<file path="config.mk">
export PLATFORM = sky130hd
export DESIGN_NAME = bspline_basis_evaluator_core
export DESIGN_NICKNAME = d
export VERILOG_FILES = /design/src/rtl/bbe_pkg.sv /design/src/rtl/bspline_basis_evaluator_core.sv
export SDC_FILE = /design/constraint.sdc
export NUM_CORES = 2
export LEC_CHECK = 0
export BUFFER_PORTS_ARGS = -buffer_cell sky130_fd_sc_hd__buf_2
export CAP_MARGIN = 20
export CORE_MARGIN = 3
export CORE_UTILIZATION = 50
export DETAILED_ROUTE_END_ITERATION = 12
export PLACE_DENSITY = 0.74
export SLEW_MARGIN = 20
export SYNTH_ARGS = -nofsm -noshare
export SYNTH_HDL_FRONTEND = slang
export SYNTH_SLANG_ARGS = --single-unit
</file>
<file path="constraint.sdc">
create_clock -name clock -period 21.5 [get_ports clock]
set_input_delay 1.075 -clock clock [delete_from_list [all_inputs] [get_ports clock]]
set_output_delay 1.075 -clock clock [all_outputs]
set_load 0.03 [all_outputs]
</file>
<file path="src/rtl/bbe_pkg.sv">
// shared definitions for the b-spline span and basis evaluator
// default sizes and the sequencer state type; no dependencies
`default_nettype none

package bbe_pkg;

   localparam int unsigned DEF_MAX_KNOTS  = 64;
   localparam int unsigned DEF_MAX_DEGREE = 7;
   localparam int unsigned DEF_FRAC_BITS  = 16;

   // request kinds carried on tuser
   localparam logic KIND_KNOT_WRITE = 1'b0;
   localparam logic KIND_EVALUATE   = 1'b1;

   // register indexes on the csr channel
   localparam logic CSR_DEGREE     = 1'b0;
   localparam logic CSR_KNOT_COUNT = 1'b1;

   typedef enum logic [3:0] {
      S_IDLE,
      S_LIM,
      S_LIMW,
      S_K0W,
      S_MID,
      S_MID1,
      S_CHK,
      S_JL,
      S_JR,
      S_JRW,
      S_MUL,
      S_DIV,
      S_QDONE,
      S_LOAD,
      S_EMIT
   } bbe_state_type;

endpackage

`default_nettype wire

</file>
<file path="src/rtl/bspline_basis_evaluator_core.sv">
// b-spline knot table, binary span search and cox-de boor recurrence; uses bbe_pkg
// knot writes are taken in idle; an evaluation runs the span search, then D = p*(p+1)/2
//   recurrence steps on the shared restoring divider before the first result beat
// throughput: one request at a time, ready again once the last result beat is taken;
//   p+1 result beats, or a single out-of-range beat
// reset: synchronous active high; degree 3, knot_count 8; knot table undefined until written
`default_nettype none

module bspline_basis_evaluator_core #(
   parameter int unsigned MAX_KNOTS  = bbe_pkg::DEF_MAX_KNOTS,
   parameter int unsigned MAX_DEGREE = bbe_pkg::DEF_MAX_DEGREE,
   parameter int unsigned FRAC_BITS  = bbe_pkg::DEF_FRAC_BITS
) (
   input  wire logic clock,
   input  wire logic reset,
   // request channel
   input  wire logic req_tvalid,
   output logic      req_tready,
   // tdata, lowest bit up: knot_index, knot_value, param_u, zero pad
   input  wire logic [((($clog2(MAX_KNOTS) + 2*(FRAC_BITS+1)) + 7) / 8) * 8 - 1:0] req_tdata,
   // tuser: kind
   input  wire logic req_tuser,
   // response channel
   output logic      rsp_tvalid,
   input  wire logic rsp_tready,
   // tdata, lowest bit up: span_index, basis_offset, basis_value, zero pad
   output logic [((($clog2(MAX_KNOTS) + $clog2(MAX_DEGREE+1) + FRAC_BITS + 1) + 7) / 8) * 8 - 1:0]
                     rsp_tdata,
   // tuser: out_of_range
   output logic      rsp_tuser,
   output logic      rsp_tlast,
   // configuration write channel
   input  wire logic csr_valid,
   output logic      csr_ready,
   input  wire logic csr_index,
   input  wire logic [$clog2(MAX_KNOTS+1)-1:0] csr_data
);

   import bbe_pkg::*;

   localparam int unsigned VW    = FRAC_BITS + 1;            // value width
   localparam int unsigned AW    = $clog2(MAX_KNOTS);        // table address
   localparam int unsigned CW    = $clog2(MAX_KNOTS + 1);    // knot count
   localparam int unsigned DGW   = $clog2(MAX_DEGREE + 1);   // degree and offsets
   localparam int unsigned XW    = CW + DGW + 1;             // index arithmetic
   localparam int unsigned PW    = 2 * VW;                   // product
   localparam int unsigned CNTW  = $clog2(VW);
   localparam int unsigned RSP_W = AW + DGW + VW;
   localparam int unsigned RSP_DW = ((RSP_W + 7) / 8) * 8;
   localparam logic [VW-1:0] ONE = VW'(1) << FRAC_BITS;

   // request fields
   logic [AW-1:0] f_knot_index;
   logic [VW-1:0] f_knot_value;
   logic [VW-1:0] f_param_u;
   assign f_knot_index = req_tdata[AW-1:0];
   assign f_knot_value = req_tdata[AW+VW-1:AW];
   assign f_param_u    = req_tdata[AW+2*VW-1:AW+VW];

   // configuration
   logic [DGW-1:0] degree_ff;
   logic [CW-1:0]  kcount_ff;

   assign csr_ready = 1'b1;

   always_ff @(posedge clock) begin
      if (reset) begin
         degree_ff <= DGW'(3);
         kcount_ff <= CW'(8);
      end else if (csr_valid && csr_ready) begin
         case (csr_index)
            CSR_DEGREE:     degree_ff <= csr_data[DGW-1:0];
            CSR_KNOT_COUNT: kcount_ff <= csr_data;
            default:        ;
         endcase
      end
   end

   // effective degree and knot count, clamped to the table sizes
   logic [DGW-1:0] p_c;
   logic [CW-1:0]  m_c;
   logic [XW-1:0]  nu_c;
   logic           too_few_c;
   assign p_c = (degree_ff > DGW'(MAX_DEGREE)) ? DGW'(MAX_DEGREE) : degree_ff;
   assign m_c = (kcount_ff > CW'(MAX_KNOTS)) ? CW'(MAX_KNOTS) : kcount_ff;
   assign too_few_c = XW'(m_c) < ((XW'(p_c) << 1) + XW'(2));
   assign nu_c = XW'(m_c) - XW'(p_c) - XW'(2);

   // knot table, one write and one registered read port
   logic [VW-1:0] knot_mem [MAX_KNOTS];
   logic [VW-1:0] rd_data_ff;
   logic [AW-1:0] rd_addr;
   logic          wr_en;

   always_ff @(posedge clock) begin
      if (wr_en) begin
         knot_mem[f_knot_index] <= f_knot_value;
      end
      rd_data_ff <= knot_mem[rd_addr];
   end

   // sequencer state and datapath registers
   bbe_state_type state_ff, state_in;
   logic [VW-1:0]  u_ff, u_in;
   logic [XW-1:0]  span_ff, span_in, low_ff, low_in, high_ff, high_in, mid_ff, mid_in;
   logic [VW-1:0]  umid_ff, umid_in;
   logic [DGW-1:0] j_ff, j_in, r_ff, r_in, oj_ff, oj_in;
   logic           sel_ff, sel_in;
   logic [VW-1:0]  a_ff, a_in, saved_ff, saved_in;
   logic [VW-1:0]  nb_ff [MAX_DEGREE+1];
   logic [VW-1:0]  nb_in [MAX_DEGREE+1];
   logic [VW-1:0]  lft_ff [MAX_DEGREE+1];
   logic [VW-1:0]  lft_in [MAX_DEGREE+1];
   logic [VW-1:0]  rgt_ff [MAX_DEGREE+1];
   logic [VW-1:0]  rgt_in [MAX_DEGREE+1];
   logic [PW-1:0]  prod_ff, prod_in;
   logic [VW:0]    rem_ff, rem_in;
   logic [VW-1:0]  quo_ff, quo_in;
   logic [CNTW-1:0] cnt_ff, cnt_in;

   // response output registers
   logic           rsp_valid_ff, rsp_valid_in;
   logic [AW-1:0]  rsp_span_ff, rsp_span_in;
   logic [DGW-1:0] rsp_ofs_ff, rsp_ofs_in;
   logic [VW-1:0]  rsp_val_ff, rsp_val_in;
   logic           rsp_oor_ff, rsp_oor_in;
   logic           rsp_last_ff, rsp_last_in;

   // shared unit operands: recurrence terms, one multiplier, one divider step
   logic [VW-1:0]  rr_c, ll_c;
   logic [VW:0]    den_c;
   logic [PW-1:0]  prod_c;
   logic [VW+1:0]  rem2_c;
   logic [VW:0]    sum_c;
   logic [XW:0]    mid_sum_c;
   logic [XW-1:0]  nlow_c, nhigh_c;
   logic           start_rec, go_oor, advance;
   logic [VW-1:0]  saved_new;

   assign rr_c   = rgt_ff[r_ff + DGW'(1)];
   assign ll_c   = lft_ff[j_ff - r_ff];
   assign den_c  = {1'b0, rr_c} + {1'b0, ll_c};
   assign prod_c = PW'(nb_ff[r_ff]) * PW'(sel_ff ? ll_c : rr_c);
   assign rem2_c = {rem_ff, prod_ff[VW-1]};

   always_comb begin
      state_in = state_ff;
      u_in = u_ff;
      span_in = span_ff;
      low_in = low_ff;
      high_in = high_ff;
      mid_in = mid_ff;
      umid_in = umid_ff;
      j_in = j_ff;
      r_in = r_ff;
      oj_in = oj_ff;
      sel_in = sel_ff;
      a_in = a_ff;
      saved_in = saved_ff;
      nb_in = nb_ff;
      lft_in = lft_ff;
      rgt_in = rgt_ff;
      prod_in = prod_ff;
      rem_in = rem_ff;
      quo_in = quo_ff;
      cnt_in = cnt_ff;
      rsp_valid_in = rsp_valid_ff;
      rsp_span_in = rsp_span_ff;
      rsp_ofs_in = rsp_ofs_ff;
      rsp_val_in = rsp_val_ff;
      rsp_oor_in = rsp_oor_ff;
      rsp_last_in = rsp_last_ff;
      req_tready = 1'b0;
      wr_en = 1'b0;
      rd_addr = '0;
      start_rec = 1'b0;
      go_oor = 1'b0;
      advance = 1'b0;
      saved_new = saved_ff;
      sum_c = '0;
      mid_sum_c = '0;
      nlow_c = low_ff;
      nhigh_c = high_ff;

      case (state_ff)
         S_IDLE: begin
            req_tready = 1'b1;
            if (req_tvalid) begin
               if (req_tuser == KIND_KNOT_WRITE) begin
                  wr_en = ({1'b0, f_knot_index} < (AW+1)'(MAX_KNOTS));
               end else begin
                  u_in = f_param_u;
                  if (too_few_c) begin
                     go_oor = 1'b1;
                  end else begin
                     state_in = S_LIM;
                  end
               end
            end
         end
         S_LIM: begin
            rd_addr = AW'(nu_c + XW'(1));
            state_in = S_LIMW;
         end
         S_LIMW: begin
            // upper knot: u equal to it lands in the last span
            rd_addr = '0;
            if (u_ff == rd_data_ff) begin
               span_in = nu_c;
               start_rec = 1'b1;
            end else if (u_ff > rd_data_ff) begin
               go_oor = 1'b1;
            end else begin
               state_in = S_K0W;
            end
         end
         S_K0W: begin
            if (u_ff < rd_data_ff) begin
               go_oor = 1'b1;
            end else begin
               low_in = XW'(p_c);
               high_in = nu_c + XW'(1);
               mid_sum_c = (XW+1)'(p_c) + (XW+1)'(nu_c) + (XW+1)'(1);
               mid_in = mid_sum_c[XW:1];
               state_in = S_MID;
            end
         end
         S_MID: begin
            rd_addr = AW'(mid_ff);
            state_in = S_MID1;
         end
         S_MID1: begin
            umid_in = rd_data_ff;
            rd_addr = AW'(mid_ff + XW'(1));
            state_in = S_CHK;
         end
         S_CHK: begin
            // rd_data_ff holds the knot right above mid
            if (!(u_ff < umid_ff || u_ff >= rd_data_ff) || !((high_ff - low_ff) > XW'(1))) begin
               span_in = mid_ff;
               start_rec = 1'b1;
            end else begin
               if (u_ff < umid_ff) begin
                  nhigh_c = mid_ff;
               end else begin
                  nlow_c = mid_ff;
               end
               low_in = nlow_c;
               high_in = nhigh_c;
               mid_sum_c = (XW+1)'(nlow_c) + (XW+1)'(nhigh_c);
               mid_in = mid_sum_c[XW:1];
               state_in = S_MID;
            end
         end
         S_JL: begin
            rd_addr = AW'(span_ff + XW'(1) - XW'(j_ff));
            state_in = S_JR;
         end
         S_JR: begin
            lft_in[j_ff] = (u_ff > rd_data_ff) ? (u_ff - rd_data_ff) : '0;
            rd_addr = AW'(span_ff + XW'(j_ff));
            state_in = S_JRW;
         end
         S_JRW: begin
            rgt_in[j_ff] = (rd_data_ff > u_ff) ? (rd_data_ff - u_ff) : '0;
            r_in = '0;
            saved_in = '0;
            sel_in = 1'b0;
            state_in = S_MUL;
         end
         S_MUL: begin
            if (den_c == '0) begin
               // zero denominator: both quotients are zero
               nb_in[r_ff] = saved_ff;
               saved_new = '0;
               advance = 1'b1;
            end else begin
               prod_in = prod_c;
               rem_in = {1'b0, prod_c[PW-1:VW]};
               quo_in = '0;
               cnt_in = '0;
               state_in = S_DIV;
            end
         end
         S_DIV: begin
            // restoring division, one quotient bit a cycle
            prod_in = prod_ff << 1;
            if (rem2_c >= {1'b0, den_c}) begin
               rem_in = (VW+1)'(rem2_c - {1'b0, den_c});
               quo_in = {quo_ff[VW-2:0], 1'b1};
            end else begin
               rem_in = rem2_c[VW:0];
               quo_in = {quo_ff[VW-2:0], 1'b0};
            end
            cnt_in = cnt_ff + CNTW'(1);
            if (cnt_ff == CNTW'(VW - 1)) begin
               state_in = S_QDONE;
            end
         end
         S_QDONE: begin
            if (!sel_ff) begin
               a_in = quo_ff;
               sel_in = 1'b1;
               state_in = S_MUL;
            end else begin
               sum_c = {1'b0, saved_ff} + {1'b0, a_ff};
               nb_in[r_ff] = (sum_c > {1'b0, ONE}) ? ONE : sum_c[VW-1:0];
               saved_new = (quo_ff > ONE) ? ONE : quo_ff;
               advance = 1'b1;
            end
         end
         S_LOAD: begin
            rsp_valid_in = 1'b1;
            rsp_span_in = span_ff[AW-1:0];
            rsp_ofs_in = oj_ff;
            rsp_val_in = nb_ff[oj_ff];
            rsp_oor_in = 1'b0;
            rsp_last_in = (oj_ff == p_c);
            state_in = S_EMIT;
         end
         S_EMIT: begin
            if (rsp_tready) begin
               rsp_valid_in = 1'b0;
               if (rsp_last_ff) begin
                  state_in = S_IDLE;
               end else begin
                  oj_in = oj_ff + DGW'(1);
                  state_in = S_LOAD;
               end
            end
         end
         default: begin
            state_in = S_IDLE;
         end
      endcase

      // one recurrence step done: next r, next row, or results
      if (advance) begin
         saved_in = saved_new;
         sel_in = 1'b0;
         if (r_ff + DGW'(1) == j_ff) begin
            nb_in[j_ff] = saved_new;
            if (j_ff == p_c) begin
               oj_in = '0;
               state_in = S_LOAD;
            end else begin
               j_in = j_ff + DGW'(1);
               state_in = S_JL;
            end
         end else begin
            r_in = r_ff + DGW'(1);
            state_in = S_MUL;
         end
      end

      // span known: seed the triangle
      if (start_rec) begin
         nb_in[0] = ONE;
         j_in = DGW'(1);
         oj_in = '0;
         state_in = (p_c == '0) ? S_LOAD : S_JL;
      end

      // single out-of-range beat
      if (go_oor) begin
         rsp_valid_in = 1'b1;
         rsp_span_in = '0;
         rsp_ofs_in = '0;
         rsp_val_in = '0;
         rsp_oor_in = 1'b1;
         rsp_last_in = 1'b1;
         state_in = S_EMIT;
      end
   end

   // control state
   always_ff @(posedge clock) begin
      if (reset) begin
         state_ff <= S_IDLE;
         rsp_valid_ff <= 1'b0;
      end else begin
         state_ff <= state_in;
         rsp_valid_ff <= rsp_valid_in;
      end
   end

   // datapath, no reset
   always_ff @(posedge clock) begin
      u_ff <= u_in;
      span_ff <= span_in;
      low_ff <= low_in;
      high_ff <= high_in;
      mid_ff <= mid_in;
      umid_ff <= umid_in;
      j_ff <= j_in;
      r_ff <= r_in;
      oj_ff <= oj_in;
      sel_ff <= sel_in;
      a_ff <= a_in;
      saved_ff <= saved_in;
      nb_ff <= nb_in;
      lft_ff <= lft_in;
      rgt_ff <= rgt_in;
      prod_ff <= prod_in;
      rem_ff <= rem_in;
      quo_ff <= quo_in;
      cnt_ff <= cnt_in;
      rsp_span_ff <= rsp_span_in;
      rsp_ofs_ff <= rsp_ofs_in;
      rsp_val_ff <= rsp_val_in;
      rsp_oor_ff <= rsp_oor_in;
      rsp_last_ff <= rsp_last_in;
   end

   assign rsp_tvalid = rsp_valid_ff;
   assign rsp_tdata  = RSP_DW'({rsp_val_ff, rsp_ofs_ff, rsp_span_ff});
   assign rsp_tuser  = rsp_oor_ff;
   assign rsp_tlast  = rsp_last_ff;

endmodule

`default_nettype wire

</file>
==> metrics.cfg <==
[cells_and_area]
nets = 8050
final_cell_mix = edfxtp_1, nand2_1, inv_1
synthToLayoutAreaGrowth_pct = 10.3
mostFrequentLayoutCell = edfxtp_1
drive_gt1_share_pct = 10.2

[worst_hold_path]
hp-class = in2reg
hp-start = req_tdata[32]

[global_route]
grt.overflow.total = 0
first_global_vias = 60900
grt_pass1_wl_um = 378000
grt_max_degree = 198
groute.usage.overall_pct = 27.4
antenna_found_initial = 3

[floorplan]
die_w_um = 426
rows = 153
core_region_area_um2 = 175000
start_util_pct = 50.6
die_area_um2 = 182000
io_pins = 91
fp.dieH_um = 426

[yosys]
synth_edf_count = 1524
synth_seq_area_share_pct = 56.5
synth.distinct_cells = 99
syn_avg_cell_area_um2 = 11.8
synthArstFlopShare_pct = 0
yosysTopAreaCell = edfxtp_1
syn_inst = 7507
synth.ff_latch_count = 1730
synthesis.area_um2 = 88300
synth_top_area_share_pct = 51.8
synth-main-ff-cell = edfxtp_1
yosys_warnings = 0
synth.area.top_cells = edfxtp_1, fa_1, nand2_1, dfxtp_1, ha_1

[route]
drt_iter0_drc = 7600
drtPass1Iterations = 8
routedWlPerCell_um = 25.3
drt_wl_total_um = 252000
postRouteAntennaNets = 0
drc = 0
drt-vias-per-instance = 6.23
num_vias = 62100

[placement]
io_buffer_count = 83
place_hpwl_um = 160000
gp_congestion = 0.981

[timing]
fin_worst_hold_slack_ns = 0.410
hold_viol = 0
tightestPinTransition_ns = 1.20
setup_viol = 0
fmax_ghz = 0.102
fin_worst_skew_ns = 0.0697
setup_tns_ns = 0
rsz0062_at_grt = false
finalCriticalPeriod_ns = 9.78
relSlewSlack_pct = 20.0
period_share_pct = 45.5
slew_viol_final = 0

[clocking]
postCtsHoldBufs = 0
cts_tree = done
ctsResizeCount = 0
h-tree-depth = 4
cts_root_buffer = clkbuf_16
path_clk_slew_ns = 0.06
cts_sinks = 1730
clockBufferDepth = 3
cts_buffers = 174
insertion_delay_ns = 0.85
cts_setup_buffers = 0

[status]
status = finished clean

[critical_path]
cp.required_ns = 22.00
startpoint_type = flop
cp.buffers_inverters = 6
critPathCaptureType = flop
worst-path-max-fanout = 34
crit_slowest_cell = a2111oi_0
crit_path_start = r_ff[1]$_DFF_P_
path_delay_family = adder cells
cp.arrival_ns = 10.28
critPathMostFrequentCell = fa_1
crit_type = reg2reg
cpPeakStageDelay_ns = 0.66
r2r-start = r_ff[1]$_DFF_P_

[power_and_ir_drop]
finalPower_mw = 15.9
power.density_nw_per_um2 = 164
p_leak_nw = 35.0
ir_drop_uv = 188

[flow_run]
drv_cap = 0

logic make-up after synthesis:
logic type / count (synthesis) / share of synthesized area, %
AOI/OAI and AO/OA: 1616 / 12.5
xor gates and xnor gates: 136 / 1.36
adders and majority gates: 497 / 9.05
buffers and inverters: 893 / 3.89
DFF: 1730 / 56.5
muxes: 240 / 4.23
other: 2 / 0.00851
and+or+nand+nor: 2393 / 12.4
cell usage after synthesis, types with 44 or more instances:
library cell	count
edfxtp_1	1524
nand2_1	1120
clkbuf_1	415
inv_1	415
nor2_1	407
a21oi_1	372
a211oi_1	315
and2_1	300
ha_1	261
fa_1	236
a311oi_1	206
dfxtp_1	206
o21ai_0	166
nand3_1	142
nor3_1	120
mux4_2	102
mux2i_1	94
o22ai_1	85
a31oi_1	84
xnor2_1	78
and3_1	72
a21o_1	61
xor2_1	57
nor2b_1	51
mux2_2	44
nand2b_1	44
power breakdown:
group	internal [mW]	switching [mW]
registers	4.10	0.155
clock network	1.68	1.35
logic	3.15	5.49
registers in the layout, summed over array words and instances (netlist names), 18 cells and up:
register / cells
nb_ff: 136
rem_ff: 18
knot_mem: 1088
rgt_ff: 136
lft_ff: 136
cell type report:
class                           instances  area [um^2]
Tap cell                             2325         2910
Sequential cell                      1730        49900
Multi-Input combinational cell       4889        35200
Inverter                              417         1570
Fill cell                           14100        77200
Clock buffer                          204         4500
Timing Repair Buffer                  287         1990
Clock inverter                        119         1250
Antenna cell                            2         5.00
metal layers:
metal | track usage (%) | part of all wire, %
met2 | 43.6 | 47
met4 | 15.5 | 6.6
met5 | 0 | 0.018
met3 | 5.44 | 9.1
met1 | 35.3 | 38
worst paths after layout:
kind	depth (start not counted)	endpoint	slack [ns]
setup / recovery	31	rem_ff[12]$_DFFE_PP_	11.72
hold / removal	1	u_ff[9]$_DFFE_PP_	0.41
setup reg to reg	31	rem_ff[12]$_DFFE_PP_	11.72
hold reg to reg	2	rsp_span_ff[0]$_SDFFE_PP0P_	0.46
through the flow:
step | cells | cell area, um^2 | util, % | setup WS, ns
floorplan | 7512 | 88300 | - | 11.90
global placement | 9646 | 91600 | 52.4 | 11.99
detailed placement | 9646 | 91600 | 52.4 | 11.75
CTS | 9969 | 97300 | 55.7 | 11.68
global route | 9971 | 97400 | 55.8 | 11.04
finish | 9973 | 97400 | 55.8 | 11.72
Note: power is estimated with default switching activity, not from simulation.
